===== src/hw/rtl/tlms_pkg.sv =====
`default_nettype none

package tlms_pkg;

    localparam int unsigned NUM_LIGHTS = 2;
    localparam int unsigned MODE_W     = 4;
    localparam int unsigned LEVEL_W    = 8;
    localparam int unsigned TIMER_W    = 16;
    localparam int unsigned PRESS_W    = 8;
    localparam int unsigned CFG_IDX_W  = 2;
    localparam int unsigned CFG_DATA_W = 16;

    localparam logic OP_TICK  = 1'b0;
    localparam logic OP_PRESS = 1'b1;

    localparam logic [CFG_IDX_W-1:0] REG_SHORT_LIMIT  = 2'd0;
    localparam logic [CFG_IDX_W-1:0] REG_MEDIUM_LIMIT = 2'd1;
    localparam logic [CFG_IDX_W-1:0] REG_TICK_LENGTH  = 2'd2;

    localparam logic [PRESS_W-1:0] SHORT_LIMIT_RST  = 8'd30;
    localparam logic [PRESS_W-1:0] MEDIUM_LIMIT_RST = 8'd70;
    localparam logic [TIMER_W-1:0] TICK_LENGTH_RST  = 16'd500;

    localparam logic [MODE_W-1:0] M_MOON   = 4'd1;
    localparam logic [MODE_W-1:0] M_LOW    = 4'd2;
    localparam logic [MODE_W-1:0] M_MID    = 4'd3;
    localparam logic [MODE_W-1:0] M_HIGH   = 4'd4;
    localparam logic [MODE_W-1:0] M_TURBO  = 4'd5;
    localparam logic [MODE_W-1:0] M_BLINK  = 4'd6;
    localparam logic [MODE_W-1:0] M_OFF    = 4'd9;

    typedef struct packed {
        logic load;
        logic tick;
        logic advance;
        logic home;
    } t_light_cmd;

    function automatic logic mode_two_step(input logic [MODE_W-1:0] m);
        logic r;
        case (m)
            M_TURBO, M_BLINK: r = 1'b1;
            default:          r = 1'b0;
        endcase
        return r;
    endfunction

    function automatic logic [LEVEL_W-1:0] mode_level(input logic [MODE_W-1:0] m,
                                                      input logic s);
        logic [LEVEL_W-1:0] r;
        case (m)
            M_MOON, M_OFF: r = 8'd3;
            M_LOW:         r = 8'd15;
            M_MID:         r = 8'd128;
            M_HIGH:        r = 8'd180;
            M_TURBO:       r = s ? 8'd180 : 8'd255;
            M_BLINK:       r = s ? 8'd0 : 8'd170;
            default:       r = 8'd0;
        endcase
        return r;
    endfunction

    function automatic logic [TIMER_W-1:0] mode_timeout(input logic [MODE_W-1:0] m,
                                                        input logic s);
        logic [TIMER_W-1:0] r;
        case (m)
            M_TURBO: r = s ? 16'd0 : 16'd30000;
            M_BLINK: r = s ? 16'd400 : 16'd100;
            default: r = 16'd0;
        endcase
        return r;
    endfunction

    function automatic logic [MODE_W-1:0] group_next(input logic light,
                                                     input logic [MODE_W-1:0] m);
        logic [MODE_W-1:0] r;
        case (m)
            M_MOON:   r = M_LOW;
            M_LOW:    r = M_MID;
            M_MID:    r = M_HIGH;
            M_HIGH:   r = light ? M_BLINK : M_TURBO;
            default:  r = M_MOON;
        endcase
        return r;
    endfunction

endpackage

`default_nettype wire


===== src/hw/rtl/tlms_in_if.sv =====
`default_nettype none

interface tlms_in_if;
    logic       valid;
    logic       ready;
    logic       operation;
    logic [7:0] press_value;

    modport source (output valid, output operation, output press_value, input ready);
    modport sink   (input valid, input operation, input press_value, output ready);
endinterface

`default_nettype wire


===== src/hw/rtl/tlms_out_if.sv =====
`default_nettype none

interface tlms_out_if;
    logic       valid;
    logic       ready;
    logic [7:0] light_one_level;
    logic [7:0] light_two_level;
    logic       save_request;
    logic [7:0] saved_modes;

    modport source (output valid, output light_one_level, output light_two_level,
                    output save_request, output saved_modes, input ready);
    modport sink   (input valid, input light_one_level, input light_two_level,
                    input save_request, input saved_modes, output ready);
endinterface

`default_nettype wire


===== src/hw/rtl/tlms_light.sv =====
`default_nettype none

module tlms_light #(
    parameter int unsigned LIGHT_ID = 0
) (
    input  wire                          i_clk,
    input  wire                          i_rst_n,
    input  tlms_pkg::t_light_cmd         i_cmd,
    input  wire [tlms_pkg::TIMER_W-1:0]  i_tick_length,
    output logic [tlms_pkg::LEVEL_W-1:0] o_level,
    output logic [tlms_pkg::MODE_W-1:0]  o_mode
);
    import tlms_pkg::*;

    logic [MODE_W-1:0]  r_mode, n_mode;
    logic               r_step, n_step;
    logic [TIMER_W-1:0] r_count, n_count;
    logic [LEVEL_W-1:0] r_level, n_level;
    logic               two_step;
    logic               s_eff;

    assign two_step = mode_two_step(r_mode);
    assign s_eff    = r_step & two_step;

    always_comb begin
        n_mode  = r_mode;
        n_step  = r_step;
        n_count = r_count;
        n_level = r_level;
        if (i_cmd.tick) begin
            if (r_count < i_tick_length) begin
                n_level = mode_level(r_mode, s_eff);
                n_count = mode_timeout(r_mode, s_eff);
                n_step  = two_step & ~s_eff;
            end else begin
                n_count = r_count - i_tick_length;
            end
        end else if (i_cmd.advance) begin
            n_mode  = group_next(1'(LIGHT_ID), r_mode);
            n_step  = 1'b0;
            n_count = 16'd1;
        end else if (i_cmd.home) begin
            n_mode  = M_MOON;
            n_step  = 1'b0;
            n_count = 16'd1;
        end
    end

    always_ff @(posedge i_clk) begin
        if (!i_rst_n) begin
            r_mode  <= M_MOON;
            r_step  <= 1'b0;
            r_count <= 16'd1;
            r_level <= '0;
        end else if (i_cmd.load) begin
            r_mode  <= n_mode;
            r_step  <= n_step;
            r_count <= n_count;
            r_level <= n_level;
        end
    end

    assign o_level = r_level;
    assign o_mode  = r_mode;
endmodule

`default_nettype wire


===== src/hw/rtl/two_led_mode_sequencer.sv =====
// Two-light mode sequencer.
// Request channel i_in: operation 0 is a timer tick, 1 a button press with
// press_value. Result channel o_out: one result per request, carrying both
// PWM levels, the save flag (set after a press) and the packed mode byte
// (light one in the high nibble, light two in the low nibble).
// Configuration: write i_cfg_data to register i_cfg_idx when i_cfg_we is high
// (0 short press limit, 1 medium press limit, 2 tick length); write only
// while no request is in flight.
// Flow: a request accepted into the input register moves into the light state
// registers, which hold the result, once the result channel can take it.
// Throughput: one request per cycle while the receiver keeps ready high; the
// input register and the light state registers form a two-stage pipeline, the
// light state doubling as the result register.
// Reset: both lights in moon mode, level 0, timers at 1, limits 30/70,
// tick length 500, both channels empty.
// Stall: while the receiver holds ready low the result holds; one more request
// is taken into the input register, then i_in.ready drops.
`default_nettype none

module two_led_mode_sequencer (
    input  wire                            i_clk,
    input  wire                            i_rst_n,
    input  wire                            i_cfg_we,
    input  wire [tlms_pkg::CFG_IDX_W-1:0]  i_cfg_idx,
    input  wire [tlms_pkg::CFG_DATA_W-1:0] i_cfg_data,
    tlms_in_if.sink                        i_in,
    tlms_out_if.source                     o_out
);
    import tlms_pkg::*;

    logic [PRESS_W-1:0] r_short_limit;
    logic [PRESS_W-1:0] r_medium_limit;
    logic [TIMER_W-1:0] r_tick_length;

    logic               r_in_valid;
    logic               r_in_op;
    logic [PRESS_W-1:0] r_in_pv;
    logic               r_out_valid;
    logic               r_save;

    logic               advance;
    logic               is_press;
    logic               is_short;
    logic               is_medium;

    t_light_cmd         cmd [NUM_LIGHTS];
    logic [LEVEL_W-1:0] level [NUM_LIGHTS];
    logic [MODE_W-1:0]  mode [NUM_LIGHTS];

    assign advance    = r_in_valid && (!r_out_valid || o_out.ready);
    assign i_in.ready = !r_in_valid || advance;

    assign is_press  = (r_in_op == OP_PRESS);
    assign is_short  = (r_in_pv < r_short_limit);
    assign is_medium = !is_short && (r_in_pv < r_medium_limit);

    always_comb begin
        cmd[0].load    = advance;
        cmd[0].tick    = !is_press;
        cmd[0].advance = is_press && is_short;
        cmd[0].home    = is_press && !is_short && !is_medium;
        cmd[1].load    = advance;
        cmd[1].tick    = !is_press;
        cmd[1].advance = is_press && is_medium;
        cmd[1].home    = is_press && !is_short && !is_medium;
    end

    always_ff @(posedge i_clk) begin
        if (!i_rst_n) begin
            r_short_limit  <= SHORT_LIMIT_RST;
            r_medium_limit <= MEDIUM_LIMIT_RST;
            r_tick_length  <= TICK_LENGTH_RST;
        end else if (i_cfg_we) begin
            case (i_cfg_idx)
                REG_SHORT_LIMIT:  r_short_limit  <= i_cfg_data[PRESS_W-1:0];
                REG_MEDIUM_LIMIT: r_medium_limit <= i_cfg_data[PRESS_W-1:0];
                REG_TICK_LENGTH:  r_tick_length  <= i_cfg_data[TIMER_W-1:0];
                default: begin
                end
            endcase
        end
    end

    always_ff @(posedge i_clk) begin
        if (!i_rst_n) begin
            r_in_valid <= 1'b0;
        end else if (i_in.ready) begin
            r_in_valid <= i_in.valid;
        end
    end

    always_ff @(posedge i_clk) begin
        if (i_in.ready && i_in.valid) begin
            r_in_op <= i_in.operation;
            r_in_pv <= i_in.press_value;
        end
    end

    always_ff @(posedge i_clk) begin
        if (!i_rst_n) begin
            r_out_valid <= 1'b0;
            r_save      <= 1'b0;
        end else begin
            if (advance) begin
                r_out_valid <= 1'b1;
                r_save      <= is_press;
            end else if (o_out.ready) begin
                r_out_valid <= 1'b0;
            end
        end
    end

    for (genvar g = 0; g < NUM_LIGHTS; g++) begin : g_light
        tlms_light #(
            .LIGHT_ID (g)
        ) u_light (
            .i_clk         (i_clk),
            .i_rst_n       (i_rst_n),
            .i_cmd         (cmd[g]),
            .i_tick_length (r_tick_length),
            .o_level       (level[g]),
            .o_mode        (mode[g])
        );
    end

    assign o_out.valid           = r_out_valid;
    assign o_out.light_one_level = level[0];
    assign o_out.light_two_level = level[1];
    assign o_out.save_request    = r_save;
    assign o_out.saved_modes     = {mode[0], mode[1]};
endmodule

`default_nettype wire

===== src/flat_wrapper.sv =====
// flat-port wrapper written by rule: the top's interface ports become plain ports
module two_led_mode_sequencer_flat import tlms_pkg::*;
  (i_clk, i_rst_n, i_cfg_we, i_cfg_idx, i_cfg_data, i_in_valid, i_in_operation, i_in_press_value, i_in_ready, o_out_valid, o_out_light_one_level, o_out_light_two_level, o_out_save_request, o_out_saved_modes, o_out_ready);
  tlms_in_if i_in_i ();
  tlms_out_if o_out_i ();
  input  wire i_clk;
  input  wire i_rst_n;
  input  wire i_cfg_we;
  input  wire [tlms_pkg::CFG_IDX_W-1:0] i_cfg_idx;
  input  wire [tlms_pkg::CFG_DATA_W-1:0] i_cfg_data;
  input wire logic [$bits(i_in_i.valid)-1:0] i_in_valid;
  input wire logic [$bits(i_in_i.operation)-1:0] i_in_operation;
  input wire logic [$bits(i_in_i.press_value)-1:0] i_in_press_value;
  output wire logic [$bits(i_in_i.ready)-1:0] i_in_ready;
  output wire logic [$bits(o_out_i.valid)-1:0] o_out_valid;
  output wire logic [$bits(o_out_i.light_one_level)-1:0] o_out_light_one_level;
  output wire logic [$bits(o_out_i.light_two_level)-1:0] o_out_light_two_level;
  output wire logic [$bits(o_out_i.save_request)-1:0] o_out_save_request;
  output wire logic [$bits(o_out_i.saved_modes)-1:0] o_out_saved_modes;
  input wire logic [$bits(o_out_i.ready)-1:0] o_out_ready;
  assign i_in_i.valid = i_in_valid;
  assign i_in_i.operation = i_in_operation;
  assign i_in_i.press_value = i_in_press_value;
  assign i_in_ready = i_in_i.ready;
  assign o_out_valid = o_out_i.valid;
  assign o_out_light_one_level = o_out_i.light_one_level;
  assign o_out_light_two_level = o_out_i.light_two_level;
  assign o_out_save_request = o_out_i.save_request;
  assign o_out_saved_modes = o_out_i.saved_modes;
  assign o_out_i.ready = o_out_ready;
  two_led_mode_sequencer u_core (.i_clk(i_clk), .i_rst_n(i_rst_n), .i_cfg_we(i_cfg_we), .i_cfg_idx(i_cfg_idx), .i_cfg_data(i_cfg_data), .i_in(i_in_i), .o_out(o_out_i));
endmodule

===== config.mk =====
export PLATFORM = sky130hd
export DESIGN_NAME = two_led_mode_sequencer_flat
export DESIGN_NICKNAME = d
export VERILOG_FILES = /design/src/hw/rtl/tlms_pkg.sv /design/src/hw/rtl/tlms_in_if.sv /design/src/hw/rtl/tlms_out_if.sv /design/src/hw/rtl/tlms_light.sv /design/src/hw/rtl/two_led_mode_sequencer.sv /design/src/flat_wrapper.sv
export SDC_FILE = /design/constraint.sdc
export NUM_CORES = 1
export LEC_CHECK = 0
export ABC_AREA = 0
export BUFFER_PORTS_ARGS = -buffer_cell sky130_fd_sc_hd__buf_4
export CAP_MARGIN = 15
export CORE_MARGIN = 2
export CORE_UTILIZATION = 50
export DETAILED_ROUTE_END_ITERATION = 6
export PLACE_DENSITY = 0.72
export RECOVER_POWER = 50
export SLEW_MARGIN = 30
export SYNTH_ARGS = -nofsm -noshare
export SYNTH_HDL_FRONTEND = slang
export SYNTH_SLANG_ARGS = --single-unit

===== constraint.sdc =====
create_clock -name i_clk -period 2.3 [get_ports i_clk]
set_clock_uncertainty 0.05 [all_clocks]
set_input_delay 0.23 -clock i_clk [delete_from_list [all_inputs] [get_ports i_clk]]
set_output_delay 0.23 -clock i_clk [all_outputs]
set_load 0.01 [all_outputs]

==> flow_summary.yaml, run 1 <==
clock_network:
  cts_tree: "yes"
  cts_sinks: 100
  cts_root_buffer: "clkbuf_16"
  path_clk_slew_ns: 0.07
  clkLatencyLatePin_ns: 0.36
  ctsHtreeMaxLevel: 3
  clock_path_buffers: 2
  cts_buffers: 9
logic_synthesis:
  synthesis.area_sq_mm: 0.00591
  synth_top_cell_by_area: "dfxtp_1"
  yosys_warnings: 0
  synthDistinctLibCells: 71
  synth_compound_area_share_pct: 23.5
  synth.avg_cell_area_sq_um: 8.47
  synthSimpleGateAreaFrac_pct: 19.0
  synth_flop_cell: "dfxtp_1"
  ys_seq_area_share_pct: 35.4
  synth_cells: 698
  async_reset_ff_share_pct: 0
  synth_area_leaders: "dfxtp_1 (31%), ha_1 (9.7%), nand2_1 (4.6%)"
  synth_adder_area_share_pct: 10.4
  synth_top_family_by_area: "compound AO/OA/AOI/OAI gates"
  synth_top_area_share_pct: 30.8
  synth-edff-count: 9
  synthXorXnorAreaFrac_pct: 2.82
  synth-seq-cells: 100
  synth.area.mux_share_pct: 3.77
power_and_ir_drop:
  leakagePower_uw: 0.00359
  max-vdd-ir-drop_mv: 0.517
  p_per_area_mw_per_mm2: 477
final_layout:
  finalNonFillerCells: 1015
  num-fill-cells: 856
  drive_gt1_share_pct: 32.8
  diodes: 0
  num-nets-final: 947
  layout_common_cells: "buf_4 (132), dfxtp_1 (83), nand2_1 (70), nor2_1 (57), inv_1 (42)"
  final_util_pct: 72.9
  area_delta_synth_final_pct: 41.4
  final_common_cell: "buf_4"
  final_cell_area_sq_mm: 0.00836
die:
  fp.dieW_microns: 113
  rows: 39
  ios: 59
  die_h_microns: 113
  dieArea_sq_mm: 0.0127
  coreArea_sq_mm: 0.0115
  initial_core_util_pct: 51.5
drt:
  wl_mm: 17.9
  via_count: 5866
  postRouteAntennaNets: 0
  drc: 0
  avgRoutedWirePerCell_microns: 17.6
  drtIter0Drc: 440
  firstDrtPassIters: 5
  via_per_inst: 5.78
worst_setup_path:
  worst_path_largest_cell_delay_ns: 0.36
  path_delay_family: "compound AO/OA/AOI/OAI gates"
  worst-path-buf-inv: 2
  cp.depth: 11
  cp_max_fo: 6
  rr_worst_depth: 11
  cp_data_required_time_ns: 2.49
  crit_path_cell_trace: "inv_2, ha_4, fa_2, nor2b_2, o211ai_1, a21oi_2, o2111ai_4, a31oi_4, buf_12, nor4_4, a221o_1"
  cp.arrival_ns: 2.73
  ff2ff_setup_slack_ns: -0.24
  cp-start-kind: "flop"
  cp-endpoint: "u_core.g_light[0].u_light.r_count[2]$_SDFFE_PN0P_"
  worstSetupEndpointType: "flop"
  crit_start: "u_core.g_light[0].u_light.r_count[0]$_SDFFE_PN1P_"
  slowest_stage: "fa_2"
  r2r-end: "u_core.g_light[0].u_light.r_count[2]$_SDFFE_PN0P_"
  critical_path_class: "flop to flop"
  worstReg2RegStart: "u_core.g_light[0].u_light.r_count[0]$_SDFFE_PN1P_"
global_routing:
  grt_pass1_vias: 5860
  antenna_found_initial: 0
  grt_overflow: 0
  grt_pass1_wl_mm: 28.1
  grt_start_max_net_pins: 47
  grt.total_usage_pct: 27.5
placed_design:
  portBuffers: 56
  dpl-instance-area_sq_mm: 0.00722
  hpwl_mm: 12.1
  gp_congestion: 0.918
  dpl.cell_count: 961
sta:
  setup_slack_ns: -0.239
  setup_violations: 47
  max_slew.worst_pin.slew_ns: 0.690
  finalMaxSlewViolations: 0
  relSlewSlack_pct: 54.0
  period_minus_slack_ns: 2.54
  grt_setup_unrepaired: "true"
  fmax_ghz: 0.394
  finalCritPeriodShare_pct: 110
  hold_viol: 0
worst_hold_path:
  hold_class: "primary input to flop"
status:
  status: "finished with violations"
  violations: "setup timing"
run:
  drv_cap: 0
-- logic make-up (layout without fill, tap and decap cells) --
kind of cell / count (synthesis) / count (layout)
simple gates: 233 / 233
fa+ha+maj: 48 / 48
compound gates: 200 / 201
other cells: 1 / 2
xor+xnor: 19 / 19
buf+inv: 75 / 247
mux: 22 / 22
flops: 100 / 100
-- flip-flops by register name, summed over array words and instances, names as in the netlist --
name,flops
u_core.g_light.u_light.o_level,16
u_core.g_light.u_light.o_mode,6
u_core.g_light.u_light.r_count,32
u_core.g_light.u_light.r_step,2
u_core.is_press,1
u_core.o_out.save_request,1
u_core.o_out.valid,1
u_core.r_in_pv,8
u_core.r_in_valid,1
u_core.r_medium_limit,8
u_core.r_short_limit,8
u_core.r_tick_length,16
-- tightest hold or removal path, delay by kind of cell --
family	cells	cell delay, ns
buffers and inverters	1	0.08
AND/OR/NAND/NOR	1	0.07
AO/OA/AOI/OAI	1	0.03
-- per-stage QoR --
step	TNS [ns]	power [uW]	setup slack, ns	hold WS [ns]
after floorplan	-0.566	2130	-0.0430	0.279
after global placement	-5.48	2330	-0.210	0.358
after detailed placement	-7.15	2340	-0.288	0.360
after CTS	-3.33	3960	-0.161	0.0443
after global routing	-11.21	4120	-0.360	0.0526
final	-5.64	3990	-0.239	0.0455
-- metal layers --
metal	GRT usage [%]	wire (microns)	up-vias
met2	49.0	9310	185
met1	33.3	7300	2795
met3	5.52	966	19
li1	-	-	2867
met4	9.19	299	0
met5	0	0	-
-- cell usage after synthesis, types with 4 or more instances --
| library cell | n |
|---|---|
| clkbuf_1 | 16 |
| buf_4 | 4 |
| nand2_1 | 73 |
| xor2_1 | 9 |
| or3_1 | 6 |
| a211oi_1 | 9 |
| buf_2 | 4 |
| o21ai_0 | 36 |
| nor2b_1 | 9 |
| xnor2_1 | 10 |
| mux2i_1 | 20 |
| o211ai_1 | 16 |
| nand4_1 | 5 |
| a221o_1 | 6 |
| nand3b_1 | 4 |
| nand2b_1 | 13 |
| inv_1 | 47 |
| edfxtp_1 | 9 |
| nand3_1 | 15 |
| a22o_1 | 8 |
| nor3_1 | 16 |
| buf_1 | 4 |
| ha_1 | 46 |
| nor2_1 | 61 |
| dfxtp_1 | 91 |
| a31oi_1 | 5 |
| o21a_1 | 5 |
| a21o_1 | 14 |
| a21oi_1 | 54 |
| and2_1 | 6 |
| nor4_1 | 4 |
| o2bb2ai_1 | 8 |
-- how the worst min path moves through the flow --
stage / from / end / slack, ns / depth (start not counted)
5_1_grt: i_in_valid / u_core.r_in_valid$_SDFFE_PN0N_ / 0.05 / 3
3_5_place_dp: i_in_press_value[4] / u_core.r_in_pv[4]$_DFFE_PP_ / 0.36 / 1
3_3_place_gp: i_in_press_value[4] / u_core.r_in_pv[4]$_DFFE_PP_ / 0.36 / 1
2_1_floorplan: i_in_operation / u_core.is_press$_DFFE_PP_ / 0.28 / 0
4_1_cts: i_in_valid / u_core.r_in_valid$_SDFFE_PN0N_ / 0.04 / 3
6_report: i_in_valid / u_core.r_in_valid$_SDFFE_PN0N_ / 0.05 / 3
-- cell type report --
type                       instances  area (sq um)  area share [%]
clock inverter                     4          57.6           0.689
tap                              143           179            2.14
clock buffer                      12           246            2.95
inverter                          47           181            2.17
sequential                       100          2100            25.2
timing repair buffer             184          1510            18.1
multi-input combinational        525          4080            48.8
-- timing repair --
item,4_1_cts,5_1_grt
gates cloned,3,0
endpoints found under the hold margin,9,0
pin swaps,34,26
gates resized for setup,59,60
endpoints found under the setup margin,52,56
buffers inserted,21,6
hold buffers,9,0
-- where the power goes --
part | total, uW | switching [uW] | internal (uW)
Combinational | 569 | 301 | 268
Sequential | 1830 | 29.1 | 1800
Clock | 1590 | 703 | 885
Total | 3990 | 1030 | 2950
Note: power is estimated with default switching activity, not from simulation.
==> run 2: changes to the inputs <==
--- a/config.mk
+++ b/config.mk
@@ -14,4 +14,6 @@
 export PLACE_DENSITY = 0.72
 export RECOVER_POWER = 50
+export REMOVE_ABC_BUFFERS = 1
+export SKIP_LAST_GASP = 1
 export SLEW_MARGIN = 30
 export SYNTH_ARGS = -nofsm -noshare
--- a/constraint.sdc
+++ b/constraint.sdc
@@ -3,3 +3,3 @@
 set_input_delay 0.23 -clock i_clk [delete_from_list [all_inputs] [get_ports i_clk]]
 set_output_delay 0.23 -clock i_clk [all_outputs]
-set_load 0.01 [all_outputs]
+set_load 0.05 [all_outputs]
==> run 2 against run 1 <==
Net effect:
- the run still ends with setup timing left
- die area stayed put
- worst hold slack worse by 0.014 ns
- sequential share of layout area is 0.12 points lower
- wire length is 0.35% higher
- combinational power is 7.0% higher
- design area is 0.84% higher
- global-route usage is 0.40 points lower
- sequential power hardly changed
- first-iteration DRC count is 23% lower
- register-to-register slack worse by 0.06 ns
- via count is 1.7% higher
- sequential cell count stayed put
- critical path type unchanged
- highest routed layer unchanged
==> flow_summary.yaml, run 2 (synthesis results as in run 1) <==
status:
  violations: "setup timing"
  status: "finished with violations"
drt:
  via_count: 5963
  drtIter0Drc: 340
  postRouteAntennaNets: 0
  wl_mm: 17.9
  drc: 0
  avgRoutedWirePerCell_microns: 17.7
  firstDrtPassIters: 5
  via_per_inst: 5.90
sta:
  grt_setup_unrepaired: "true"
  finalMaxSlewViolations: 0
  period_minus_slack_ns: 2.60
  finalCritPeriodShare_pct: 113
  relSlewSlack_pct: 25.0
  hold_viol: 0
  fmax_ghz: 0.384
  hold-worst-slack_ns: 0.0317
  setup_violations: 49
  max_slew.worst_pin.slew_ns: 1.13
  setup_slack_ns: -0.301
worst_setup_path:
  cp_max_fo: 7
  cp.arrival_ns: 2.82
  critical_path_class: "flop to flop"
  worstSetupEndpointType: "flop"
  worstReg2RegStart: "u_core.r_tick_length[0]$_SDFFE_PN0P_"
  worst-path-buf-inv: 3
  cp_data_required_time_ns: 2.52
  cp-start-kind: "flop"
  cp.depth: 12
  ff2ff_setup_slack_ns: -0.30
  slowest_stage: "fa_2"
  rr_worst_depth: 12
  path_delay_family: "compound AO/OA/AOI/OAI gates"
  worst_path_largest_cell_delay_ns: 0.37
  crit_path_cell_trace: "ha_4, fa_2, nor2b_2, o211ai_1, a21oi_2, o2111ai_4, a31oi_4, buf_12, buf_6, buf_6, a32oi_1, a21oi_2"
  r2r-end: "u_core.g_light[0].u_light.r_count[5]$_SDFFE_PN0P_"
placed_design:
  portBuffers: 56
  gp_congestion: 0.925
  hpwl_mm: 12.0
  dpl.cell_count: 954
final_layout:
  final_common_cell: "buf_4"
  regMostFlops: "u_core.g_light.u_light.r_count"
  num-nets-final: 943
  num-fill-cells: 814
  layout_common_cells: "buf_4 (140), dfxtp_1 (79), nand2_1 (69), nor2_1 (56), a21oi_1 (45)"
  final_util_pct: 73.5
  largest_reg_flops: 32
  drive_gt1_share_pct: 34.7
  finalNonFillerCells: 1011
  area_delta_synth_final_pct: 42.6
  diodes: 0
worst_hold_path:
  min_path_cells: 3
  hold_class: "primary input to flop"
  min_to: "u_core.r_in_valid$_SDFFE_PN0N_"
  hold_start: "i_in_valid"
die:
  initial_core_util_pct: 51.5
  rows: 39
  fp.dieW_microns: 113
  ios: 59
  die_h_microns: 113
  coreArea_sq_mm: 0.0115
  dieArea_sq_mm: 0.0127
clock_network:
  cts_root_buffer: "clkbuf_16"
  cts_sinks: 100
  cts_tree: "yes"
  clock_path_buffers: 2
  clkLatencyLatePin_ns: 0.36
  cts_buffers: 9
  ctsHtreeMaxLevel: 3
  path_clk_slew_ns: 0.07
power_and_ir_drop:
  p_per_area_mw_per_mm2: 471
  leakagePower_uw: 0.00362
  max-vdd-ir-drop_mv: 0.744
global_routing:
  grt_overflow: 0
  grt_pass1_vias: 5847
  grt.total_usage_pct: 27.1
  grt_pass1_wl_mm: 27.9
  antenna_found_initial: 0
  grt_start_max_net_pins: 47
run:
  drv_cap: 0
## run 2: changes by cell type in the layout (fill, tap and decap cells not counted), moves of 5 or more
cell	delta
a21oi_2	-6
ha_4	+7
ha_1	-5
clkbuf_1	-9
buf_4	+8
## run 2: how the worst max path moves through the flow
| stage | from | end |
|---|---|---|
| after floorplan | u_core.g_light[1].u_light.r_count[0]$_SDFFE_PN1P_ | u_core.g_light[1].u_light.r_count[12]$_SDFFE_PN0P_ |
| after global placement | u_core.r_tick_length[12]$_SDFFE_PN0P_ | u_core.g_light[0].u_light.r_step$_SDFFE_PN0P_ |
| after detailed placement | u_core.r_tick_length[12]$_SDFFE_PN0P_ | u_core.g_light[0].u_light.r_step$_SDFFE_PN0P_ |
| after CTS | u_core.g_light[0].u_light.r_count[0]$_SDFFE_PN1P_ | u_core.g_light[0].u_light.r_count[4]$_SDFFE_PN0P_ |
| after global routing | u_core.g_light[0].u_light.r_count[0]$_SDFFE_PN1P_ | u_core.g_light[0].u_light.r_count[5]$_SDFFE_PN0P_ |
| final | u_core.r_tick_length[0]$_SDFFE_PN0P_ | u_core.g_light[0].u_light.r_count[5]$_SDFFE_PN0P_ |
## run 2: layout make-up
cell class | count | area, sq um | area share (%)
inverters | 47 | 179 | 2.12
flip-flops and latches | 100 | 2110 | 25.1
clock buffers | 11 | 233 | 2.76
clock inverters | 5 | 60.1 | 0.712
repair buffers | 181 | 1490 | 17.6
well taps | 143 | 179 | 2.12
multi-input cells | 524 | 4180 | 49.6
## run 2: repair_timing
item	4_1_cts	5_1_grt
pin swaps	43	43
gates cloned	1	0
endpoints found under the hold margin	9	0
gates resized for setup	82	77
buffers inserted	16	19
setup endpoints to repair	51	56
hold buffers	9	0
## run 2: tightest hold or removal path, stage by stage
cell and delay [ns]:
buf_4 0.08, a21oi_1 0.03, nor2_1 0.06
## run 2: metal layers
| metal | up-vias | wire length [microns] | track usage (%) |
|---|---|---|---|
| li1 | 2848 | - | - |
| met1 | 2854 | 7280 | 32.2 |
| met2 | 217 | 9030 | 48.4 |
| met3 | 44 | 1030 | 5.73 |
| met4 | 0 | 589 | 9.76 |
| met5 | - | 0 | 0 |
## run 2: power by group
part           internal (uW)  total (uW)  switching (uW)
sequential              1800        1830            29.7
clock                    851        1530             682
combinational            272         609             337
## run 2: through the flow
step	setup slack (ns)	area, sq um	power, uW	setup TNS, ns
final	-0.301	8430	3970	-8.83
after global routing	-0.385	8430	4120	-13.35
after CTS	-0.256	7990	3940	-6.06
after detailed placement	-0.323	7070	2360	-9.26
after global placement	-0.256	7070	2350	-7.01
after floorplan	-0.423	5790	2140	-11.08
